$ cat src/hdl/clvag_pkg.sv
// shared types, constants and widths of the chunk level voice activity gate
// no dependencies; imported by every module of the block
`default_nettype none

package clvag_pkg;

  localparam int CHUNK_SAMPLES = 1600;

  localparam int SAMPLE_W = 16;
  localparam int LEVEL_W  = 15;
  localparam int EVENT_W  = 3;
  localparam int CHUNKS_W = 16;
  localparam int QUIET_W  = 11;

  localparam int THR_W  = 15;
  localparam int SIL_W  = 10;
  localparam int MAX_W  = 16;
  localparam int MIN_W  = 24;
  localparam int CFG_DATA_W  = 24;
  localparam int CFG_INDEX_W = 2;

  localparam int IN_TDATA_W  = ((SAMPLE_W + 7) / 8) * 8;
  localparam int OUT_FIELD_W = LEVEL_W + EVENT_W + CHUNKS_W;
  localparam int OUT_TDATA_W = ((OUT_FIELD_W + 7) / 8) * 8;

  // sample position and level sum
  localparam int CNT_W = $clog2(CHUNK_SAMPLES);
  localparam int SUM_W = $clog2(CHUNK_SAMPLES * 32768 + 1);

  // exact reciprocal: floor(x / N) = (x * M) >> S for every x below 2**SUM_W
  localparam int DIV_SHIFT = SUM_W + $clog2(CHUNK_SAMPLES);
  localparam logic [63:0] DIV_MULT =
    ((64'd1 << DIV_SHIFT) + 64'(CHUNK_SAMPLES) - 64'd1) / 64'(CHUNK_SAMPLES);
  localparam int MULT_W = $clog2(DIV_MULT + 64'd1);
  localparam logic [MULT_W-1:0] MULT_K = DIV_MULT[MULT_W-1:0];
  localparam int PROD_W = SUM_W + MULT_W;
  localparam int QUOT_W = LEVEL_W + 1;

  // running sample total of an utterance
  localparam int TOTAL_W = $clog2(65535 * CHUNK_SAMPLES + 1);
  localparam int CMP_W   = (TOTAL_W > MIN_W) ? TOTAL_W : MIN_W;

  localparam logic [THR_W-1:0] THR_RESET = THR_W'(500);
  localparam logic [SIL_W-1:0] SIL_RESET = SIL_W'(10);
  localparam logic [MAX_W-1:0] MAX_RESET = MAX_W'(50);
  localparam logic [MIN_W-1:0] MIN_RESET = MIN_W'(8000);

  localparam logic [CFG_INDEX_W-1:0] REG_LEVEL_THRESHOLD = 2'd0;
  localparam logic [CFG_INDEX_W-1:0] REG_SILENCE_CHUNKS  = 2'd1;
  localparam logic [CFG_INDEX_W-1:0] REG_MAX_CHUNKS      = 2'd2;
  localparam logic [CFG_INDEX_W-1:0] REG_MIN_SAMPLES     = 2'd3;

  typedef enum logic [EVENT_W-1:0] {
    EV_IDLE   = 3'd0,
    EV_START  = 3'd1,
    EV_CONT   = 3'd2,
    EV_ACCEPT = 3'd3,
    EV_SHORT  = 3'd4
  } event_t;

  typedef enum logic {
    ST_IDLE   = 1'b0,
    ST_RECORD = 1'b1
  } state_t;

  typedef struct packed {
    logic [THR_W-1:0] level_threshold;
    logic [SIL_W-1:0] silence_chunks;
    logic [MAX_W-1:0] max_chunks;
    logic [MIN_W-1:0] min_samples;
  } cfg_t;

endpackage

`default_nettype wire

$ cat src/hdl/clvag_accum.sv
// absolute value accumulator over one chunk of samples
// depends on clvag_pkg
`default_nettype none

module clvag_accum
  import clvag_pkg::*;
(
  input  wire logic                clk,
  input  wire logic                rst,
  input  wire logic                in_valid,
  output logic                     in_ready,
  input  wire logic [SAMPLE_W-1:0] sample,
  output logic                     sum_valid,
  input  wire logic                sum_ready,
  output logic [SUM_W-1:0]         chunk_sum
);

  logic [SUM_W-1:0]    level_sum;
  logic [CNT_W-1:0]    sample_in_chunk;
  logic [SAMPLE_W-1:0] mag;
  logic [SUM_W-1:0]    sum_next;
  logic                take;
  logic                last;

  // full-scale negative gives 0x8000, which is 32768 unsigned
  assign mag      = sample[SAMPLE_W-1] ? (~sample + SAMPLE_W'(1)) : sample;
  assign sum_next = level_sum + SUM_W'(mag);
  assign in_ready = !sum_valid || sum_ready;
  assign take     = in_valid && in_ready;
  assign last     = (sample_in_chunk == CNT_W'(CHUNK_SAMPLES - 1));

  always_ff @(posedge clk) begin
    if (rst) begin
      level_sum       <= '0;
      sample_in_chunk <= '0;
      sum_valid       <= 1'b0;
    end else begin
      if (sum_valid && sum_ready) begin
        sum_valid <= 1'b0;
      end
      if (take) begin
        if (last) begin
          level_sum       <= '0;
          sample_in_chunk <= '0;
          sum_valid       <= 1'b1;
        end else begin
          level_sum       <= sum_next;
          sample_in_chunk <= sample_in_chunk + CNT_W'(1);
        end
      end
    end
  end

  always_ff @(posedge clk) begin
    if (take && last) begin
      chunk_sum <= sum_next;
    end
  end

  a_sum_hold: assert property (@(posedge clk) disable iff (rst)
    sum_valid && !sum_ready |=> sum_valid && $stable(chunk_sum))
    else $error("chunk sum changed while stalled");

endmodule

`default_nettype wire

$ cat src/hdl/clvag_divide.sv
// chunk mean by reciprocal multiplication, one registered product
// depends on clvag_pkg
`default_nettype none

module clvag_divide
  import clvag_pkg::*;
(
  input  wire logic             clk,
  input  wire logic             rst,
  input  wire logic             sum_valid,
  output logic                  sum_ready,
  input  wire logic [SUM_W-1:0] chunk_sum,
  output logic                  prod_valid,
  input  wire logic             prod_ready,
  output logic [PROD_W-1:0]     product
);

  logic take;

  assign sum_ready = !prod_valid || prod_ready;
  assign take      = sum_valid && sum_ready;

  always_ff @(posedge clk) begin
    if (rst) begin
      prod_valid <= 1'b0;
    end else if (take) begin
      prod_valid <= 1'b1;
    end else if (prod_ready) begin
      prod_valid <= 1'b0;
    end
  end

  always_ff @(posedge clk) begin
    if (take) begin
      product <= PROD_W'(chunk_sum) * PROD_W'(MULT_K);
    end
  end

endmodule

`default_nettype wire

$ cat src/hdl/clvag_gate.sv
// utterance state machine and result register
// depends on clvag_pkg
`default_nettype none

module clvag_gate
  import clvag_pkg::*;
(
  input  wire logic              clk,
  input  wire logic              rst,
  input  wire cfg_t              cfg,
  input  wire logic              prod_valid,
  output logic                   prod_ready,
  input  wire logic [PROD_W-1:0] product,
  output logic                   out_valid,
  input  wire logic              out_ready,
  output logic [LEVEL_W-1:0]     level_out,
  output event_t                 event_out,
  output logic [CHUNKS_W-1:0]    chunks_out
);

  state_t              state;
  state_t              state_next;
  logic [CHUNKS_W-1:0] chunk_count;
  logic [CHUNKS_W-1:0] chunk_count_next;
  logic [QUIET_W-1:0]  quiet_count;
  logic [QUIET_W-1:0]  quiet_count_next;
  logic [TOTAL_W-1:0]  total;
  logic [TOTAL_W-1:0]  total_next;

  logic [QUOT_W-1:0]   quot;
  logic [LEVEL_W-1:0]  level;
  logic                loud;
  logic [CHUNKS_W-1:0] chunks_inc;
  logic [TOTAL_W-1:0]  total_inc;
  logic [QUIET_W-1:0]  quiet_new;
  logic                done;
  event_t              ev;
  logic [CHUNKS_W-1:0] count_res;
  logic                fire;

  assign quot       = product[DIV_SHIFT +: QUOT_W];
  assign level      = quot[QUOT_W-1] ? '1 : quot[LEVEL_W-1:0];
  assign loud       = level > cfg.level_threshold;
  assign prod_ready = !out_valid || out_ready;
  assign fire       = prod_valid && prod_ready;

  // counters hold at their maxima
  assign chunks_inc = (chunk_count == '1) ? chunk_count : chunk_count + CHUNKS_W'(1);
  assign total_inc  = (chunk_count == '1) ? total : total + TOTAL_W'(CHUNK_SAMPLES);
  assign quiet_new  = loud ? '0 :
                      ((quiet_count == '1) ? quiet_count : quiet_count + QUIET_W'(1));

  always_comb begin
    state_next       = state;
    chunk_count_next = chunk_count;
    quiet_count_next = quiet_count;
    total_next       = total;
    done             = 1'b0;
    ev               = EV_IDLE;
    count_res        = '0;
    unique case (state)
      ST_IDLE: begin
        if (loud) begin
          done      = (cfg.max_chunks <= MAX_W'(1));
          count_res = CHUNKS_W'(1);
          if (done) begin
            ev = (CMP_W'(CHUNK_SAMPLES) > CMP_W'(cfg.min_samples)) ? EV_ACCEPT : EV_SHORT;
          end else begin
            ev               = EV_START;
            state_next       = ST_RECORD;
            chunk_count_next = CHUNKS_W'(1);
            quiet_count_next = '0;
            total_next       = TOTAL_W'(CHUNK_SAMPLES);
          end
        end
      end
      ST_RECORD: begin
        done = (!loud && (quiet_new > QUIET_W'(cfg.silence_chunks))) ||
               (chunks_inc >= cfg.max_chunks);
        count_res = chunks_inc;
        if (done) begin
          ev = (CMP_W'(total_inc) > CMP_W'(cfg.min_samples)) ? EV_ACCEPT : EV_SHORT;
          state_next       = ST_IDLE;
          chunk_count_next = '0;
          quiet_count_next = '0;
          total_next       = '0;
        end else begin
          ev               = EV_CONT;
          chunk_count_next = chunks_inc;
          quiet_count_next = quiet_new;
          total_next       = total_inc;
        end
      end
      default: begin
        state_next = ST_IDLE;
      end
    endcase
  end

  always_ff @(posedge clk) begin
    if (rst) begin
      state       <= ST_IDLE;
      chunk_count <= '0;
      quiet_count <= '0;
      total       <= '0;
      out_valid   <= 1'b0;
    end else begin
      if (fire) begin
        state       <= state_next;
        chunk_count <= chunk_count_next;
        quiet_count <= quiet_count_next;
        total       <= total_next;
        out_valid   <= 1'b1;
      end else if (out_ready) begin
        out_valid <= 1'b0;
      end
    end
  end

  always_ff @(posedge clk) begin
    if (fire) begin
      level_out  <= level;
      event_out  <= ev;
      chunks_out <= count_res;
    end
  end

  a_idle_clear: assert property (@(posedge clk) disable iff (rst)
    state == ST_IDLE |-> chunk_count == '0 && quiet_count == '0 && total == '0)
    else $error("counters left set while idle");

  a_total_track: assert property (@(posedge clk) disable iff (rst)
    total == TOTAL_W'(TOTAL_W'(chunk_count) * TOTAL_W'(CHUNK_SAMPLES)))
    else $error("sample total out of step with chunk count");

  a_idle_count: assert property (@(posedge clk) disable iff (rst)
    out_valid && event_out == EV_IDLE |-> chunks_out == '0)
    else $error("quiet idle result with nonzero chunk count");

  a_end_idle: assert property (@(posedge clk) disable iff (rst)
    fire && (ev == EV_ACCEPT || ev == EV_SHORT) |=> state == ST_IDLE)
    else $error("utterance end did not return to idle");

endmodule

`default_nettype wire

$ cat src/hdl/chunk_level_voice_activity_gate.sv
// a result reaches the output register after its chunk's sum and reciprocal product are registered in turn
// throughput: one sample per cycle while the output is not back-pressured; one result per CHUNK_SAMPLES samples
// the three stages (accumulate, reciprocal multiply, decide) stall only on output back-pressure
// rst is synchronous: counters and state go idle, configuration registers take their defaults
// top level: configuration registers, stage wiring, stream packing; depends on clvag_pkg
`default_nettype none

module chunk_level_voice_activity_gate
  import clvag_pkg::*;
(
  input  wire logic                   clk,
  input  wire logic                   rst,
  input  wire logic                   s_tvalid,
  output logic                        s_tready,
  input  wire logic [IN_TDATA_W-1:0]  s_tdata,   // sample
  output logic                        m_tvalid,
  input  wire logic                   m_tready,
  output logic [OUT_TDATA_W-1:0]      m_tdata,   // chunk_level, event_res, utterance_chunks
  input  wire logic                   cfg_we,
  input  wire logic [CFG_INDEX_W-1:0] cfg_index,
  input  wire logic [CFG_DATA_W-1:0]  cfg_data
);

  cfg_t                cfg;
  logic                sum_valid;
  logic                sum_ready;
  logic [SUM_W-1:0]    chunk_sum;
  logic                prod_valid;
  logic                prod_ready;
  logic [PROD_W-1:0]   product;
  logic [LEVEL_W-1:0]  level_out;
  event_t              event_out;
  logic [CHUNKS_W-1:0] chunks_out;

  always_ff @(posedge clk) begin
    if (rst) begin
      cfg.level_threshold <= THR_RESET;
      cfg.silence_chunks  <= SIL_RESET;
      cfg.max_chunks      <= MAX_RESET;
      cfg.min_samples     <= MIN_RESET;
    end else if (cfg_we) begin
      unique case (cfg_index)
        REG_LEVEL_THRESHOLD: cfg.level_threshold <= cfg_data[THR_W-1:0];
        REG_SILENCE_CHUNKS:  cfg.silence_chunks  <= cfg_data[SIL_W-1:0];
        REG_MAX_CHUNKS:      cfg.max_chunks      <= cfg_data[MAX_W-1:0];
        REG_MIN_SAMPLES:     cfg.min_samples     <= cfg_data[MIN_W-1:0];
        default: begin
        end
      endcase
    end
  end

  clvag_accum u_accum (
    .clk       (clk),
    .rst       (rst),
    .in_valid  (s_tvalid),
    .in_ready  (s_tready),
    .sample    (s_tdata[SAMPLE_W-1:0]),
    .sum_valid (sum_valid),
    .sum_ready (sum_ready),
    .chunk_sum (chunk_sum)
  );

  clvag_divide u_divide (
    .clk        (clk),
    .rst        (rst),
    .sum_valid  (sum_valid),
    .sum_ready  (sum_ready),
    .chunk_sum  (chunk_sum),
    .prod_valid (prod_valid),
    .prod_ready (prod_ready),
    .product    (product)
  );

  clvag_gate u_gate (
    .clk        (clk),
    .rst        (rst),
    .cfg        (cfg),
    .prod_valid (prod_valid),
    .prod_ready (prod_ready),
    .product    (product),
    .out_valid  (m_tvalid),
    .out_ready  (m_tready),
    .level_out  (level_out),
    .event_out  (event_out),
    .chunks_out (chunks_out)
  );

  assign m_tdata = {{(OUT_TDATA_W - OUT_FIELD_W){1'b0}}, chunks_out,
                    EVENT_W'(event_out), level_out};

endmodule

`default_nettype wire

$ cat config.mk
export PLATFORM = sky130hd
export DESIGN_NAME = chunk_level_voice_activity_gate
export DESIGN_NICKNAME = d
export VERILOG_FILES = /design/src/hdl/clvag_pkg.sv /design/src/hdl/clvag_accum.sv /design/src/hdl/clvag_divide.sv /design/src/hdl/clvag_gate.sv /design/src/hdl/chunk_level_voice_activity_gate.sv
export SDC_FILE = /design/constraint.sdc
export NUM_CORES = 1
export LEC_CHECK = 0
export BUFFER_PORTS_ARGS = -buffer_cell sky130_fd_sc_hd__buf_2
export CORE_MARGIN = 2
export CORE_UTILIZATION = 51
export DETAILED_ROUTE_END_ITERATION = 8
export MAX_ROUTING_LAYER = met4
export PLACE_DENSITY = 0.74
export SLEW_MARGIN = 20
export SYNTH_ARGS = -nofsm -noshare
export SYNTH_HDL_FRONTEND = slang
export SYNTH_SLANG_ARGS = --single-unit
$ cat constraint.sdc
create_clock -name clk -period 8.51 [get_ports clk]
set_input_delay 1.702 -clock clk [delete_from_list [all_inputs] [get_ports clk]]
set_output_delay 1.702 -clock clk [all_outputs]
set_load 0.005 [all_outputs]
==> impl_metrics.csv, run 1 <==
group,metric,value,unit
sta,hold_viol_final,0,
detailed_routing,ant_nets,0,
power,peakVddDrop,149,µV
detailed_routing,wl_per_cell,18.4,µm
logic_synthesis,synth-simple-area-share,11.4,%
critical_path,worstPathMaxFanout,9,
placed_design,globalplace.congestion,1.02,
finish,fin_nets,3227,
sta,tightest_slew,1.11,ns
logic_synthesis,synth_cell_types,80,
floorplanning,core,45400,µm²
power,power_density,104,nW/µm²
finish,antenna_cells,0,
sta,fmax,143,MHz
power,p_leak,12.3,nW
sta,slew_viol_final,0,
sta,post-route-period-util,82.4,%
grt,grt_pass1_vias,18015,
logic_synthesis,ys.flop_type,"dfxtp_1",
clock_tree,cts_buffers,25,
critical_path,timing.rr.end,"u_divide.product[49]$_DFFE_PP_",
critical_path,r2r-start,"u_accum.chunk_sum[15]$_DFFE_PP_",
sta,period_needed,7.01,ns
sta,setup_tns,0,ns
critical_path,reg2reg_depth,20,
placed_design,placed_area,24400,µm²
grt,grt_max_degree,81,
critical_path,critPathLaunchType,"flip-flop",
clock_tree,cts_htree_levels,1,
detailed_routing,viasPerCell,5.48,
finish,num-fill-cells,3991,
detailed_routing,drtPass1Iterations,7,
clock_tree,clk_pin_slew,0.06,ns
floorplanning,die_height,218,µm
sta,finalClockSkew,0.0181,ns
clock_tree,cts.sinks,230,
critical_path,r2r_slack,1.50,ns
floorplanning,die_w,218,µm
run_status,outcome,"completed",
logic_synthesis,synth_edf_count,76,
logic_synthesis,synth-seq-cells,230,
logic_synthesis,syn_area,23400,µm²
flow_run,drv_cap,0,
logic_synthesis,synth_top_area_cell,"fa_1",
detailed_routing,wl,58500,µm
worst_hold_path,hp-class,"flip-flop to flip-flop",
logic_synthesis,muxShareOfSynthArea,0.598,%
sta,relSlewSlack,25.9,%
logic_synthesis,synthAdderAreaFrac,40.5,%
logic_synthesis,synth-xor-area-share,3.66,%
logic_synthesis,syn_avg_cell_area,9.37,µm²
placed_design,io_buffers,82,
floorplanning,rows,78,
clock_tree,holdBufCountCts,0,
critical_path,setup.worst_path.start,"u_accum.chunk_sum[15]$_DFFE_PP_",
logic_synthesis,seq_area_frac_synth,22.9,%
finish,finish.instance_area,25300,µm²
clock_tree,root_buffer,"clkbuf_16",
logic_synthesis,yosysWarningCount,0,
clock_tree,cts_setup_buffers,0,
critical_path,crit_type,"flip-flop to flip-flop",
clock_tree,cts_tree,"done",
floorplanning,start_util,51.7,%
grt,grt_pass1_wl,94200,µm
logic_synthesis,synth_top_family_by_area,"adder cells",
logic_synthesis,synth.top_cell.area_share,20.4,%
logic_synthesis,synth-async-reset-ratio,0,%
clock_tree,cts.path.max_buffers,3,
sta,setup_violations,0,
floorplanning,ios,89,
floorplanning,die_area,47700,µm²
critical_path,end_kind,"flip-flop",
critical_path,arrival,7.31,ns
sta,whs,0.455,ns
detailed_routing,vias,17461,
sta,rsz0062_at_grt,"false",
finish,synthToLayoutAreaGrowth,8.10,%
detailed_routing,drc,0,
finish,drive_gt1_share,6.62,%
critical_path,critPathRequiredTime,8.81,ns
grt,grt-ovfl-total,0,
placed_design,dp_hpwl,48600,µm
clock_tree,cts_resized,0,
grt,grt_usage,25.8,%
logic_synthesis,syn_inst,2503,
detailed_routing,drt_iter0_markers,1116,
critical_path,cp-endpoint,"u_divide.product[49]$_DFFE_PP_",
logic_synthesis,synth_compound_area_share,11.4,%
logic_synthesis,synth_area_leaders,"fa_1, ha_1, dfxtp_1",
clock_tree,clock_latency,0.57,ns
grt,grt_antenna_before_repair,0,
==> worst min-delay path by stage <==
stage | slack, ns | cells after the start | end | from
final | 0.46 | 2 | cfg[15]$_SDFFE_PP0P_ | cfg[15]$_SDFFE_PP0P_
after global routing | 0.48 | 2 | cfg[59]$_SDFFE_PP0P_ | cfg[59]$_SDFFE_PP0P_
after CTS | 0.46 | 2 | cfg[15]$_SDFFE_PP0P_ | cfg[15]$_SDFFE_PP0P_
after detailed placement | 0.45 | 2 | cfg[15]$_SDFFE_PP0P_ | cfg[15]$_SDFFE_PP0P_
after global placement | 0.44 | 2 | cfg[2]$_SDFFE_PP0P_ | cfg[2]$_SDFFE_PP0P_
after floorplan | 0.44 | 2 | cfg[2]$_SDFFE_PP0P_ | cfg[2]$_SDFFE_PP0P_
==> where the power goes <==
part           internal, mW  total, mW  switching (mW)
logic                 0.109      0.270           0.161
clock network         0.683       1.17           0.489
registers              1.16       1.18          0.0175
total                  1.96       2.62           0.668
==> synthesized netlist by cell type (all sizes together), types with 11 or more instances <==
| master | n |
|---|---|
| ha | 376 |
| clkbuf | 39 |
| o21bai | 13 |
| or3 | 11 |
| or2 | 19 |
| a211o | 15 |
| a22oi | 13 |
| o211ai | 14 |
| a21o | 29 |
| nand4 | 31 |
| nor4 | 11 |
| and4 | 11 |
| edfxtp | 76 |
| nand2 | 190 |
| a21oi | 133 |
| and2 | 16 |
| dfxtp | 154 |
| nor3 | 24 |
| mux2i | 14 |
| nor2b | 13 |
| a31oi | 13 |
| fa | 239 |
| buf | 21 |
| nor2 | 126 |
| o21ai | 67 |
| inv | 530 |
| o21a | 13 |
| xor2 | 38 |
| xnor2 | 60 |
| a22o | 32 |
| and3 | 19 |
| nand2b | 11 |
| nand3 | 53 |
==> logic make-up (layout without fill, tap and decap cells) <==
logic type	Yosys count	count (layout)
multiplexers	14	14
AO/OA/AOI/OAI	399	399
buffers and inverters	590	666
other	1	6
XOR/XNOR	98	98
flip-flops	230	230
AND/OR/NAND/NOR	556	556
adder cells (fa/ha/maj)	615	615
==> per-stage QoR <==
step / worst slack (ns) / utilization (%) / total power, mW / cells
3_5_place_dp: 1.47 / 53.9 / 1.47 / 3138
6_report: 1.50 / 55.8 / 2.62 / 3184
4_1_cts: 1.42 / 55.8 / 2.64 / 3184
5_1_grt: 1.08 / 55.8 / 2.72 / 3184
3_3_place_gp: 1.54 / 53.9 / 1.46 / 3138
2_1_floorplan: 2.21 / - / 1.40 / 2508
==> sequential cells by signal, indices dropped and copies added (netlist names) <==
name,count
cfg,65
u_accum.chunk_sum,26
u_accum.level_sum,26
u_gate.total,21
u_divide.product,16
u_gate.chunk_count,16
u_gate.chunks_out,16
u_gate.level_out,15
u_accum.sample_in_chunk,11
u_gate.quiet_count,11
u_gate.event_out,3
u_accum.sum_valid,1
u_divide.prod_valid,1
u_gate.out_valid,1
u_gate.state,1
==> metal layers <==
| layer | share of wire [%] | track usage (%) | routed length (µm) |
|---|---|---|---|
| met5 | 0 | - | 0 |
| met4 | 3.6 | 7.91 | 2120 |
| met3 | 3.6 | 2.17 | 2130 |
| met2 | 51 | 45.9 | 29700 |
| met1 | 42 | 30.9 | 24500 |
==> cell type report <==
cell class              count  area, µm²  share of cell area [%]
inverters                 530       1990                    7.85
repair buffers             90        473                    1.87
flip-flops and latches    230       5370                    21.2
multi-input cells        1688      15900                    62.7
clock buffers              32        703                    2.77
clock inverters            14        176                   0.696
well taps                 600        751                    2.96
==> worst max-delay path: stages (launching register included) <==
cell	delay (ns)
edfxtp_1	0.78
ha_1	0.45
fa_1	0.56
inv_1	0.05
fa_1	0.50
inv_1	0.05
fa_1	0.39
fa_1	0.52
fa_1	0.56
inv_1	0.06
fa_1	0.53
inv_1	0.04
ha_1	0.31
and3_1	0.25
nand3_1	0.15
a2111o_1	0.42
a21oi_2	0.28
o221ai_1	0.25
o221ai_1	0.31
a21oi_1	0.14
xnor2_1	0.15
==> placed cells by master, fill, tap and decap left out, types with 6 or more instances in the layout <==
cell / count
inv_1: 530
ha_1: 376
fa_1: 239
nand2_1: 190
dfxtp_1: 154
a21oi_1: 132
nor2_1: 125
buf_2: 81
edfxtp_1: 76
o21ai_0: 64
xnor2_1: 60
nand3_1: 53
xor2_1: 38
a22o_1: 32
nand4_1: 31
a21o_1: 28
clkbuf_16: 26
nor3_1: 22
and3_1: 19
or2_2: 18
a211o_1: 15
o211ai_1: 14
and2_1: 14
mux2i_1: 14
nor2b_1: 13
o21a_1: 13
a31oi_1: 13
o21bai_1: 13
a22oi_1: 13
nand2b_1: 11
or3_1: 11
and4_1: 11
nor4_1: 10
buf_4: 9
a211oi_1: 7
o31ai_1: 6
or4_1: 6
nand3b_1: 6
conb_1: 6
No activity file was read; power rests on OpenSTA's default activity.
==> inputs of run 2 (changes only) <==
- clock period: 8.51 -> 6.6 ns (I/O delays scaled with it)
==> impl_metrics.csv, run 2 (same netlist as run 1, synthesis figures left out) <==
group,metric,value,unit
detailed_routing,wl,59200,µm
critical_path,arrival,6.72,ns
sta,period_needed,6.41,ns
clock_tree,cts.sinks,230,
worst_hold_path,hp-class,"flip-flop to flip-flop",
critical_path,critPathRequiredTime,6.91,ns
critical_path,worstPathMaxFanout,8,
critical_path,end_kind,"flip-flop",
sta,post-route-period-util,97.1,%
clock_tree,clk_pin_slew,0.06,ns
detailed_routing,drc,0,
power,p_leak,12.6,nW
clock_tree,clock_latency,0.56,ns
grt,grt_max_degree,81,
power,p_seq_share,46.6,%
detailed_routing,vias,17693,
sta,relSlewSlack,26.1,%
detailed_routing,viasPerCell,5.44,
sta,fmax,156,MHz
floorplanning,die_area,47700,µm²
clock_tree,cts_htree_levels,1,
clock_tree,cts_buffers,25,
power,pwr-share-clk,42.6,%
critical_path,critPathLaunchType,"flip-flop",
grt,grt_pass1_vias,17866,
placed_design,dp.cells,3186,
detailed_routing,drt_iter0_markers,1107,
floorplanning,die_height,218,µm
floorplanning,start_util,51.7,%
clock_tree,cts_tree,"done",
power,intPower,2.44,mW
clock_tree,cts.path.max_buffers,3,
power,switchingPower,824,µW
floorplanning,core,45400,µm²
finish,largest_registers,"cfg (65), u_accum.chunk_sum (26), u_accum.level_sum (26)",
finish,synthToLayoutAreaGrowth,10.6,%
floorplanning,ios,89,
sta,setup_violations,0,
grt,grt_usage,25.7,%
sta,tightest_slew,1.10,ns
placed_design,io_buffers,82,
placed_design,dp_slack,-0.0473,ns
placed_design,dp_hpwl,49600,µm
finish,seqCellArea,5370,µm²
detailed_routing,wl_per_cell,18.2,µm
floorplanning,rows,78,
finish,final_cell_count_no_fill,3254,
sta,finalWorstSetupSlack,0.191,ns
finish,largest_reg_flops,65,
critical_path,setup.worst_path.start,"u_accum.chunk_sum[13]$_DFFE_PP_",
power,pwr-share-comb,10.7,%
sta,finalClockSkew,0.00680,ns
grt,grt_antenna_before_repair,0,
sta,hold_viol_final,0,
clock_tree,root_buffer,"clkbuf_16",
critical_path,crit_type,"flip-flop to flip-flop",
finish,num-fill-cells,3898,
detailed_routing,ant_nets,0,
sta,slew_viol_final,0,
flow_run,drv_cap,0,
finish,final_util,57.1,%
power,peakVddDrop,210,µV
grt,grt_pass1_wl,93900,µm
finish,top_register,"cfg",
finish,final_cell_mix,"inv_1, ha_1, fa_1, nand2_1, dfxtp_1",
run_status,outcome,"completed",
critical_path,r2r-start,"u_accum.chunk_sum[13]$_DFFE_PP_",
worst_hold_path,worstHoldStart,"cfg[15]$_SDFFE_PP0P_",
grt,grt-ovfl-total,0,
power,power.total,3.26,mW
sta,rsz0062_at_grt,"true",
finish,final_common_cell,"inv_1",
detailed_routing,drtPass1Iterations,7,
finish,fin_nets,3296,
finish,drive_gt1_share,9.57,%
finish,multi_input_area,16000,µm²
power,power_density,126,nW/µm²
power,power_switching_share,25.3,%
floorplanning,die_w,218,µm
placed_design,globalplace.congestion,0.964,
run 2: cell count changes in the layout (fill, tap and decap cells not counted), sizes merged:
cell / change
buf: +69
bufinv: -1
clkbuf: +5
clkinvlp: -2
diode: +1
inv: -2
run 2: worst paths after layout:
kind | depth (start not counted) | endpoint | slack [ns]
worst min register to register | 2 | cfg[15]$_SDFFE_PP0P_ | 0.46
worst max-delay path | 20 | u_divide.product[49]$_DFFE_PP_ | 0.19
worst min-delay path | 2 | cfg[15]$_SDFFE_PP0P_ | 0.46
worst max register to register | 20 | u_divide.product[49]$_DFFE_PP_ | 0.19
run 2: what timing repair did:
action | in CTS | in global routing
pin swaps | 0 | 24
hold buffers | 0 | 0
cloned | 0 | 0
endpoints found under the hold margin | 0 | 0
gates resized for setup | 1 | 25
endpoints found under the setup margin | 4 | 12
buffers inserted | 0 | 21
run 2: power groups by stage:
stage	logic (mW)	clock network, mW	registers (mW)
6_report	0.350	1.39	1.52
4_1_cts	0.345	1.42	1.52
3_5_place_dp	0.342	0	1.55
2_1_floorplan	0.258	0	1.55
5_1_grt	0.390	1.47	1.53
3_3_place_gp	0.328	0	1.55
run 2: metal layers:
metal	GRT usage, %	wire length [µm]	up-vias
li1	-	-	8532
met4	7.69	2120	0
met5	-	0	-
met1	31.2	25000	8637
met3	2.45	2290	109
met2	45.2	29800	415
run 2: final cells by class:
type                       count  share of cell area, %
antenna                        1                0.00965
clock buffer                  37                   2.63
clock inverter                 9                  0.449
inverter                     530                   7.67
multi-input combinational   1688                   61.8
sequential                   230                   20.7
tap                          600                   2.90
timing repair buffer         159                   3.84
run 2: stage by stage:
step	setup TNS, ns	hold slack, ns	cell area [µm²]
2_1_floorplan	0	0.436	23500
3_3_place_gp	0	0.442	24800
3_5_place_dp	-0.139	0.447	24800
4_1_cts	0	0.458	25600
5_1_grt	-0.145	0.474	25900
6_report	0	0.459	25900
run 2: worst max-delay path, stage by stage (launching register included):
cell      delay, ns
edfxtp_1       0.54
ha_1           0.36
inv_1          0.06
fa_1           0.59
inv_1          0.07
fa_1           0.46
fa_1           0.54
fa_1           0.45
fa_1           0.54
inv_1          0.05
fa_1           0.52
inv_1          0.04
ha_1           0.28
nand4_1        0.11
or2_1          0.27
a2111o_1       0.39
a21oi_4        0.25
o221ai_4       0.16
o221ai_2       0.22
a21oi_1        0.11
xnor2_1        0.13
==> inputs of run 3 (changes only) <==
==> constraint.sdc (replaced) <==
create_clock -name clk -period 6.6 [get_ports clk]
set_input_delay 0.33 -clock clk [delete_from_list [all_inputs] [get_ports clk]]
set_output_delay 0.33 -clock clk [all_outputs]
set_load 0.005 [all_outputs]
==> impl_metrics.csv, run 3 (same netlist as run 1, synthesis figures left out) <==
group,metric,value,unit
run_status,outcome,"completed",
sta,period_needed,6.38,ns
critical_path,timing.rr.end,"u_divide.product[52]$_DFFE_PP_",
clock_tree,cts.path.max_buffers,3,
clock_tree,clock_latency,0.56,ns
critical_path,reg2reg_depth,22,
floorplanning,ios,89,
sta,relSlewSlack,28.6,%
clock_tree,cts_tree,"done",
floorplanning,die_area,47700,µm²
detailed_routing,wl,59500,µm
placed_design,globalplace.congestion,0.959,
critical_path,critPathRequiredTime,6.91,ns
finish,antenna_cells,0,
grt,grt_pass1_vias,18198,
grt,grt_max_degree,81,
sta,setup_tns,0,ns
critical_path,critPathLaunchType,"flip-flop",
critical_path,worstPathMaxFanout,7,
clock_tree,cts_buffers,26,
finish,largest_reg_flops,65,
power,p_leak,12.7,nW
detailed_routing,drc,0,
power,pwr-share-comb,10.4,%
critical_path,cp_cell_sequence,"ha_1 -> inv_1 -> fa_1 -> inv_1 -> fa_1 -> inv_1 -> fa_1 -> inv_1 -> fa_1 -> fa_1 -> inv_1 -> fa_1 -> inv_1 -> ha_1 -> nand4_1 -> or2_1 -> a2111o_1 -> a21oi_4 -> o2111ai_1 -> nand3_1 -> a41oi_1 -> xnor2_1",
finish,top_register,"cfg",
finish,synthToLayoutAreaGrowth,11.5,%
placed_design,dp_hpwl,50000,µm
sta,fmax,157,MHz
detailed_routing,vias,17759,
grt,grt_antenna_before_repair,0,
critical_path,arrival,6.69,ns
detailed_routing,viasPerCell,5.43,
power,power_switching_share,25.6,%
worst_hold_path,worstHoldStart,"cfg_data[18]",
sta,post-route-period-util,96.7,%
clock_tree,cts_htree_levels,1,
grt,grt-ovfl-total,0,
critical_path,slowest_stage,"edfxtp_1",
floorplanning,die_height,218,µm
placed_design,io_buffers,82,
clock_tree,root_buffer,"clkbuf_16",
sta,hold_viol_final,0,
grt,grt_usage,25.9,%
flow_run,drv_cap,0,
detailed_routing,drtPass1Iterations,7,
floorplanning,die_w,218,µm
finish,drive_gt1_share,9.97,%
sta,setup_violations,0,
clock_tree,cts.sinks,230,
worst_hold_path,whs_path_depth,3,
sta,finalClockSkew,0.0136,ns
critical_path,r2r-start,"u_accum.chunk_sum[12]$_DFFE_PP_",
critical_path,r2r_slack,0.22,ns
critical_path,path_buf_inv,6,
critical_path,end_kind,"flip-flop",
critical_path,crit_type,"flip-flop to flip-flop",
power,peakVddDrop,180,µV
critical_path,critical_path.max_stage_delay,0.54,ns
floorplanning,rows,78,
clock_tree,clk_pin_slew,0.07,ns
finish,final_cell_mix,"inv_1, ha_1, fa_1, nand2_1, dfxtp_1",
grt,grt_pass1_wl,94400,µm
floorplanning,start_util,51.7,%
detailed_routing,ant_nets,0,
critical_path,crit_family,"adder cells",
finish,final_common_cell,"inv_1",
power,switchingPower,866,µW
worst_hold_path,hp-class,"primary input to flip-flop",
sta,whs,0.0261,ns
detailed_routing,wl_per_cell,18.2,µm
sta,tightest_slew,1.07,ns
detailed_routing,drt_iter0_markers,984,
finish,fin_nets,3311,
sta,slew_viol_final,0,
power,p_seq_share,45.0,%
finish,largest_registers,"cfg (65), u_accum.chunk_sum (26), u_accum.level_sum (26)",
worst_hold_path,holdPathEnd,"cfg[18]$_SDFFE_PP0P_",
floorplanning,core,45400,µm²
power,intPower,2.52,mW
power,power_density,129,nW/µm²
power,pwr-share-clk,44.5,%
-- run 3: timing repair --
item                                    in CTS  in global routing
gates resized for setup                      1                 22
setup buffers                                0                 23
endpoints found under the setup margin       4                 10
endpoints found under the hold margin        7                  0
hold buffers                                 7                  0
pin swaps                                    0                 14
-- run 3: layout make-up --
type	count	area (µm²)
Timing Repair Buffer	173	1120
Sequential cell	230	5370
Tap cell	600	751
Multi-Input combinational cell	1688	16000
Clock buffer	34	733
Inverter	530	1990
Fill cell	3992	19200
Clock inverter	14	155
-- run 3: tightest hold or removal path: stages --
cell and delay, ns:
buf_2 0.10, nand2_1 0.05, a21oi_1 0.06
-- run 3: how the worst max path moves through the flow --
| stage | start | endpoint | depth (start not counted) |
|---|---|---|---|
| final | u_accum.chunk_sum[12]$_DFFE_PP_ | u_divide.product[52]$_DFFE_PP_ | 22 |
| after global routing | u_accum.chunk_sum[10]$_DFFE_PP_ | u_divide.product[50]$_DFFE_PP_ | 21 |
| after CTS | u_accum.chunk_sum[13]$_DFFE_PP_ | u_divide.product[49]$_DFFE_PP_ | 20 |
| after detailed placement | u_accum.chunk_sum[8]$_DFFE_PP_ | u_divide.product[49]$_DFFE_PP_ | 21 |
| after global placement | u_accum.chunk_sum[8]$_DFFE_PP_ | u_divide.product[48]$_DFFE_PP_ | 21 |
| after floorplan | u_accum.chunk_sum[8]$_DFFE_PP_ | u_divide.product[49]$_DFFE_PP_ | 22 |
-- run 3: power by group through the flow --
stage	Sequential, mW	Combinational [mW]	Clock (mW)
floorplan	1.55	0.258	0
global placement	1.55	0.329	0
detailed placement	1.55	0.345	0
CTS	1.52	0.349	1.54
global route	1.53	0.393	1.59
finish	1.52	0.353	1.51
-- run 3: per-layer routing --
layer	vias to the layer above	global-route usage [%]	share of wire, %
li1	8584	-	-
met2	436	45.3	50
met1	8624	31.1	42
met3	115	2.51	3.6
met5	-	-	0
met4	0	9.61	4.1
-- run 3: per-stage QoR --
step,area [µm²],total power [mW],std cells,util (%),setup slack [ns]
2_1_floorplan,23500,1.80,2508,-,0.299
3_5_place_dp,24800,1.90,3191,54.8,-0.0754
6_report,26100,3.38,3269,57.6,0.216
5_1_grt,26100,3.51,3269,57.6,-0.00800
4_1_cts,25800,3.41,3246,56.9,0.00679
3_3_place_gp,24800,1.88,3191,54.7,-0.0260
